## src/sorted_key_table_with_group_defines.svh

```systemverilog
// ============================================================================
// Sorted key table - assertion macros
// Shared check macros for the sorted key table RTL.
// ============================================================================
`ifndef SORTED_KEY_TABLE_WITH_GROUP_DEFINES_SVH
`define SORTED_KEY_TABLE_WITH_GROUP_DEFINES_SVH

// Property that must hold on every clock outside reset.
`define SKT_CHECK(lbl, prop, msg) \
    lbl: assert property (@(posedge clk) disable iff (!rst_n) (prop)) else $error(msg);

// Condition on one clock implies a consequence on the next.
`define SKT_CHECK_NEXT(lbl, ante, cons, msg) \
    lbl: assert property (@(posedge clk) disable iff (!rst_n) (ante) |=> (cons)) else $error(msg);

`endif

```

## src/skt_pkg.sv

```systemverilog
// ============================================================================
// skt_pkg
// Types, widths and codes shared by the sorted key table modules.
// ============================================================================
package skt_pkg;

    localparam int TABLE_DEPTH = 128;
    localparam int KEY_BITS    = 16;

    localparam int IDX_W  = $clog2(TABLE_DEPTH);
    localparam int CNT_W  = $clog2(TABLE_DEPTH + 1);
    localparam int TAG_W  = 16;
    localparam int POS_W  = 7;
    localparam int HELD_W = 8;

    // command codes
    localparam logic [1:0] OP_INSERT = 2'd0;
    localparam logic [1:0] OP_LOOKUP = 2'd1;
    localparam logic [1:0] OP_REMOVE = 2'd2;
    localparam logic [1:0] OP_GROUP  = 2'd3;

    // status codes
    localparam logic [1:0] ST_OK        = 2'd0;
    localparam logic [1:0] ST_NOT_FOUND = 2'd1;
    localparam logic [1:0] ST_DUPLICATE = 2'd2;
    localparam logic [1:0] ST_FULL      = 2'd3;

    typedef struct packed {
        logic [1:0]  command;
        logic [15:0] key;
        logic [15:0] group;
    } skt_req_t;

    typedef struct packed {
        logic [1:0]        status;
        logic [POS_W-1:0]  position;
        logic [15:0]       group_out;
        logic [HELD_W-1:0] entries_held;
    } skt_res_t;

    typedef struct packed {
        logic [KEY_BITS-1:0] key;
        logic [TAG_W-1:0]    tag;
    } skt_entry_t;

    // controller -> datapath
    typedef struct packed {
        logic load;
        logic srch_rd;
        logic srch_cmp;
        logic shift_up;
        logic shift_down;
        logic shift_step;
        logic scan_step;
        logic write_new;
        logic finish;
    } skt_cmd_t;

    // datapath -> controller
    typedef struct packed {
        logic [1:0] op;
        logic       srch_more;
        logic       hit;
        logic       full;
        logic       move_done;
    } skt_stat_t;

endpackage

```

## src/skt_ctrl.sv

```systemverilog
// ============================================================================
// skt_ctrl
// Sequencer of the sorted key table: search, shift, scan and finish steps.
// ============================================================================
module skt_ctrl
    import skt_pkg::*;
(
    input  logic      clk,
    input  logic      rst_n,
    input  logic      start,
    input  logic [1:0] op_in,
    input  skt_stat_t stat,
    output skt_cmd_t  cmd,
    output logic      busy
);

    localparam logic [2:0] S_IDLE   = 3'd0;
    localparam logic [2:0] S_SRCH   = 3'd1;
    localparam logic [2:0] S_CMP    = 3'd2;
    localparam logic [2:0] S_DECIDE = 3'd3;
    localparam logic [2:0] S_SHIFT  = 3'd4;
    localparam logic [2:0] S_WRITE  = 3'd5;
    localparam logic [2:0] S_SCAN   = 3'd6;
    localparam logic [2:0] S_FINISH = 3'd7;

    logic [2:0] state_reg;
    logic [2:0] state_next;

    always_comb
    begin
        cmd        = '0;
        state_next = state_reg;
        unique case (state_reg)
            S_IDLE:
            begin
                if (start)
                begin
                    cmd.load   = 1'b1;
                    state_next = (op_in == OP_GROUP) ? S_SCAN : S_SRCH;
                end
            end
            S_SRCH:
            begin
                if (stat.srch_more)
                begin
                    cmd.srch_rd = 1'b1;
                    state_next  = S_CMP;
                end
                else
                begin
                    state_next = S_DECIDE;
                end
            end
            S_CMP:
            begin
                cmd.srch_cmp = 1'b1;
                state_next   = S_SRCH;
            end
            S_DECIDE:
            begin
                state_next = S_FINISH;
                case (stat.op)
                    OP_INSERT:
                    begin
                        if (!stat.hit && !stat.full)
                        begin
                            cmd.shift_up = 1'b1;
                            state_next   = S_SHIFT;
                        end
                    end
                    OP_REMOVE:
                    begin
                        if (stat.hit)
                        begin
                            cmd.shift_down = 1'b1;
                            state_next     = S_SHIFT;
                        end
                    end
                    default:
                    begin
                        state_next = S_FINISH;
                    end
                endcase
            end
            S_SHIFT:
            begin
                if (stat.move_done)
                begin
                    state_next = (stat.op == OP_INSERT) ? S_WRITE : S_FINISH;
                end
                else
                begin
                    cmd.shift_step = 1'b1;
                end
            end
            S_WRITE:
            begin
                cmd.write_new = 1'b1;
                state_next    = S_FINISH;
            end
            S_SCAN:
            begin
                if (stat.move_done)
                begin
                    state_next = S_FINISH;
                end
                else
                begin
                    cmd.scan_step = 1'b1;
                end
            end
            S_FINISH:
            begin
                cmd.finish = 1'b1;
                state_next = S_IDLE;
            end
            default:
            begin
                state_next = S_IDLE;
            end
        endcase
    end

    always_ff @(posedge clk or negedge rst_n)
    begin
        if (!rst_n)
        begin
            state_reg <= S_IDLE;
        end
        else
        begin
            state_reg <= state_next;
        end
    end

    assign busy = (state_reg != S_IDLE);

endmodule

```

## config.mk

```make
export PLATFORM = sky130hd
export DESIGN_NAME = skt_ctrl
export DESIGN_NICKNAME = d
export VERILOG_FILES = /design/src/sorted_key_table_with_group_defines.svh /design/src/skt_pkg.sv /design/src/skt_ctrl.sv
export SDC_FILE = /design/constraint.sdc
export NUM_CORES = 1
export LEC_CHECK = 0
export BUFFER_PORTS_ARGS = -buffer_cell sky130_fd_sc_hd__buf_2
export CAP_MARGIN = 20
export CORE_AREA = 2 2 39 41
export CTS_CLUSTER_DIAMETER = 50
export DETAILED_ROUTE_END_ITERATION = 6
export DIE_AREA = 0 0 41 43
export GPL_TIMING_DRIVEN = 0
export SKIP_CTS_REPAIR_TIMING = 1
export SYNTH_ARGS = -nofsm -noshare
export SYNTH_HDL_FRONTEND = slang
export SYNTH_SLANG_ARGS = --single-unit
```

## constraint.sdc

```tcl
create_clock -name clk -period 1.3 [get_ports clk]
set_clock_uncertainty 0.15 [all_clocks]
set_input_delay 0.13 -clock clk [delete_from_list [all_inputs] [get_ports clk]]
set_output_delay 0.13 -clock clk [all_outputs]
set_load 0.01 [all_outputs]
```

==> results.cfg, run 1 <==
[clock_tree]
clockBufferDepth = 2
clk_pin_slew_ns = 0.04
cts_root_buffer = clkbuf_4
htreeDepth = 1
cts_buffers = 3
cts_tree = done
clock-sinks = 3
clk_latency_ns = 0.23

[setup_path]
cp_max_fo = 7
crit_chain = buf_6, nor4bb_2, buf_2
crit_type = register to output port
max_stage_delay_ns = 0.43
rr_worst_depth = 5
critPathArrivalTime_ns = 1.24
start_kind = register
crit_path_end_kind = output port
cp_slowest_cell = dfrtp_1
crit_required_ns = 1.02

[global_route]
grt_pass1_wl_microns = 1400
grt_pass1_vias = 333
antenna_found_initial = 0
grt_overflow_total = 0
grt_usage = 0.113
grt_max_degree = 11

[synthesis]
synth.area.mux_share = 0
syn_area_sq_um = 349
synthAdderAreaFrac = 0
ys_seq_area_frac = 0.215
synth_top_family_by_area = simple AND/OR/NAND/NOR gates
netlist.area_leader.share = 0.215
ys_ff_latch = 3
synth.area.top_cells = dfrtp_1, nand4b_4, a41oi_2
synthTopCellsByCount = nor2_1, dfrtp_1, nor3_1
synth_compound_area_frac = 0.254
syn_avg_cell_area_sq_um = 8.51
async_flop_share = 1.00
synth_cells = 41
yosysWarnings = 0
yosysMostFrequentCell = nor2_1
synth_largest_area_cell = dfrtp_1
synthesis.nets = 52
synth-edff-count = 0
synth_cell_types = 31
synth_xor_area_frac = 0
synth_flop_cell = dfrtp_1
yosys.area_share.simple = 0.441

[timing]
setup_ws_ns = -0.215
timing_hold_violations_final = 0
maxSlewViolCount = 0
finalSetupViolCount = 13
rsz0062_at_grt = yes
fmax_ghz = 0.660
max-slew-margin-rel = 0.860
tightest_slew_ns = 0.210
fin_crit_ns = 1.52
fin_crit_sh = 1.17

[outcome]
violations = negative setup slack
status = complete, but fails checks

[floorplanning]
fp.coreArea_sq_um = 1380
ios = 21
die-area_sq_um = 1760
die_w_microns = 41
start_util = 0.252
die_h_microns = 43
num_rows = 14

[detailed_routing]
drt-met1-wl_microns = 473
drc_errors = 0
routed-wl-met3_microns = 55
dr_total_vias = 423
top_layer = met3
post_drt_wl_per_cell_microns = 10.9
drtIter0Drc = 4
totalWireLength_microns = 990
ant_nets = 0
first_pass_iters = 2
via_per_inst = 4.65
route.met2.wl_microns = 461

[min_path]
hold_path_class = primary input to async pin

[cells_and_area]
nets = 87
drive_above_1_share = 0.680
antenna_cells = 0
largest_register_ffs = 3
stdcell_count = 91
syn_to_final_growth_pct = 84.9

[job]
maxCapViolCount = 0

[placement]
hpwl_microns = 678
gp_congestion = 0.731
placedCellCount = 77
port_buffers = 20

[pwr]
power_density_nw_per_um2 = 2280
max-vdd-ir-drop_uv = 696
leakagePower_nw = 0.303
p_total_mw = 1.47
==> kinds of logic after synthesis <==
logic type	Yosys count
AND/OR/NAND/NOR	22
AO/OA/AOI/OAI	11
buffers and inverters	5
flip-flops	3
==> final cells by class <==
class | instances | area (sq um)
Buffer | 3 | 33.8
Clock buffer | 4 | 26.3
Fill cell | 136 | 738
Inverter | 2 | 10.0
Multi-Input combinational cell | 33 | 294
Sequential cell | 3 | 76.3
Tap cell | 16 | 20.0
Timing Repair Buffer | 30 | 185
==> where the power goes <==
part	leakage, nW	total [mW]	internal, mW	switching, mW
clock network	0.0150	0.163	0.115	0.0480
registers	0.0336	0.220	0.148	0.0714
logic	0.254	1.09	0.587	0.503
total	0.303	1.47	0.851	0.623
==> per-stage QoR <==
stage               area (sq um)  setup WS, ns   util  TNS (ns)  hold WS (ns)
finish                       646        -0.215  0.467     -1.88        0.0664
global route                 646        -0.289  0.467     -2.70        0.0839
CTS                          513        -0.300  0.371     -2.45        -0.472
detailed placement           487        -0.151  0.352    -0.503        -0.225
global placement             487        -0.143  0.352    -0.463        -0.223
floorplan                    367       -0.0402      -   -0.0402        -0.316
==> layout by cell type, fill, tap and decap left out, types with 2 or more instances in the layout <==
master,netlist,routed
buf_2,1,20
buf_4,1,7
nor2_1,4,4
dfrtp_1,3,2
clkbuf_4,0,3
nor3_1,3,2
a41oi_2,1,2
buf_6,1,5
nand2_1,2,2
a21o_1,2,2
==> routing by layer <==
metal	track usage	vias to the layer above
met2	0.150	15
met4	0.0200	0
met1	0.169	181
met3	0.0471	0
met5	0	-
li1	-	227
==> final timing paths <==
kind                                           from                  endpoint  slack [ns]
max                        state_reg[2]$_DFFE_PN0P_                    cmd[7]       -0.22
max in group asynchronous                     rst_n  state_reg[0]$_DFFE_PN0P_        0.82
min                                           rst_n  state_reg[0]$_DFFE_PN0P_        0.07
min in group clk                            stat[3]  state_reg[0]$_DFFE_PN0P_        0.10
min reg2reg                state_reg[0]$_DFFE_PN0P_  state_reg[2]$_DFFE_PN0P_        0.62
max reg2reg                state_reg[1]$_DFFE_PN0P_  state_reg[1]$_DFFE_PN0P_       -0.17
==> critical path: cells and delay by family (launching register included) <==
family / cells / cell delay [ns]
buffers and inverters: 2 / 0.33
flip-flops: 1 / 0.43
AND/OR/NAND/NOR: 1 / 0.25
No activity file was read; power rests on OpenSTA's default activity.
==> inputs of run 2 (changes only) <==
--- a/config.mk
+++ b/config.mk
@@ -5,7 +5,7 @@
 export SDC_FILE = /design/constraint.sdc
 export NUM_CORES = 1
 export LEC_CHECK = 0
-export BUFFER_PORTS_ARGS = -buffer_cell sky130_fd_sc_hd__buf_2
+export BUFFER_PORTS_ARGS = -buffer_cell sky130_fd_sc_hd__clkbuf_2
 export CAP_MARGIN = 20
 export CORE_AREA = 2 2 39 41
 export CTS_CLUSTER_DIAMETER = 50
==> results.cfg, run 2 (same netlist as run 1, synthesis figures left out) <==
[cells_and_area]
largest_register_ffs = 3
drive_above_1_share = 0.711
n_fill_cell = 131
nets = 88
layout_commonest_cell = clkbuf_2
final_cell_mix = clkbuf_2, buf_4, buf_2, buf_6, nor2_1
syn_to_final_growth_pct = 84.9
final_util = 0.467
antenna_cells = 0
regArea_sq_um = 78.8
multi_input_area_sq_um = 290
stdcell_count = 92

[pwr]
leakagePower_nw = 0.303
max-vdd-ir-drop_uv = 890
power_density_nw_per_um2 = 2300

[setup_path]
cp_max_fo = 5
start_kind = register
crit_path_end_kind = output port
crit_type = register to output port
crit_required_ns = 1.02
critPathArrivalTime_ns = 1.23

[timing]
fin_crit_ns = 1.51
tightest_slew_ns = 0.230
rsz0062_at_grt = yes
maxSlewViolCount = 0
max-slew-margin-rel = 0.846
tns_ns = -1.70
setup_ws_ns = -0.209
timing_hold_violations_final = 0
fin_crit_sh = 1.16
fmax_ghz = 0.663
finalSetupViolCount = 13

[clock_tree]
clockBufferDepth = 2
clock-sinks = 3
clk_pin_slew_ns = 0.04
cts_root_buffer = clkbuf_4
cts_buffers = 3
cts_tree = done
clk_latency_ns = 0.23
htreeDepth = 1

[placement]
port_buffers = 20
place_ws_ns = -0.169
placedCellCount = 77
hpwl_microns = 660
gp_congestion = 0.731

[outcome]
violations = negative setup slack
status = complete, but fails checks

[detailed_routing]
post_drt_wl_per_cell_microns = 12.1
first_pass_iters = 4
drc_errors = 0
totalWireLength_microns = 1110
ant_nets = 0
via_per_inst = 4.58
dr_total_vias = 421
drtIter0Drc = 11

[floorplanning]
die_h_microns = 43
die-area_sq_um = 1760
die_w_microns = 41
num_rows = 14
ios = 21
start_util = 0.252
fp.coreArea_sq_um = 1380

[global_route]
grt_max_degree = 11
grt_pass1_wl_microns = 1260
antenna_found_initial = 0
grt_pass1_vias = 313
grt_usage = 0.106
grt_overflow_total = 0

[job]
maxCapViolCount = 0

[min_path]
hold_path_class = primary input to async pin
## run 2: worst max-delay path: stages (launching register included)
cell,delay [ns]
dfrtp_2,0.44
buf_6,0.14
nor4bb_2,0.25
buf_2,0.16
## run 2: final timing paths
path,endpoint,slack [ns],startpoint,cells past startpoint
min in group clk,state_reg[0]$_DFFE_PN0P_,0.09,stat[3],3
max in group asynchronous,state_reg[1]$_DFFE_PN0P_,0.80,rst_n,2
hold / removal,state_reg[0]$_DFFE_PN0P_,0.08,rst_n,2
setup / recovery,cmd[7],-0.21,state_reg[1]$_DFFE_PN0P_,3
hold reg to reg,state_reg[2]$_DFFE_PN0P_,0.53,state_reg[2]$_DFFE_PN0P_,2
setup reg to reg,state_reg[1]$_DFFE_PN0P_,-0.14,state_reg[1]$_DFFE_PN0P_,4
## run 2: routing by layer
| layer | vias to the layer above | routed length [microns] | global-route usage |
|---|---|---|---|
| met5 | - | 0 | 0 |
| met4 | 0 | 0 | 0.0800 |
| met3 | 0 | 56 | 0.0157 |
| met2 | 17 | 497 | 0.131 |
| met1 | 179 | 557 | 0.156 |
| li1 | 225 | - | - |
## run 2: final cells by class
cell class | count | area share
Timing Repair Buffer | 31 | 0.293
Sequential cell | 3 | 0.122
Clock buffer | 4 | 0.0407
Tap cell | 16 | 0.0310
Multi-Input combinational cell | 33 | 0.450
Buffer | 3 | 0.0523
Inverter | 2 | 0.0116
## run 2: through the flow
| step | hold WS, ns | power (mW) | instance area [sq um] |
|---|---|---|---|
| 2_1_floorplan | -0.316 | 0.765 | 367 |
| 3_3_place_gp | -0.222 | 0.943 | 487 |
| 3_5_place_dp | -0.222 | 0.954 | 487 |
| 4_1_cts | -0.470 | 1.12 | 513 |
| 5_1_grt | 0.0944 | 1.58 | 646 |
| 6_report | 0.0755 | 1.49 | 646 |
## run 2: where the power goes
part / internal [mW] / switching, mW
Sequential: 0.155 / 0.0803
Combinational: 0.577 / 0.505
Clock: 0.115 / 0.0537
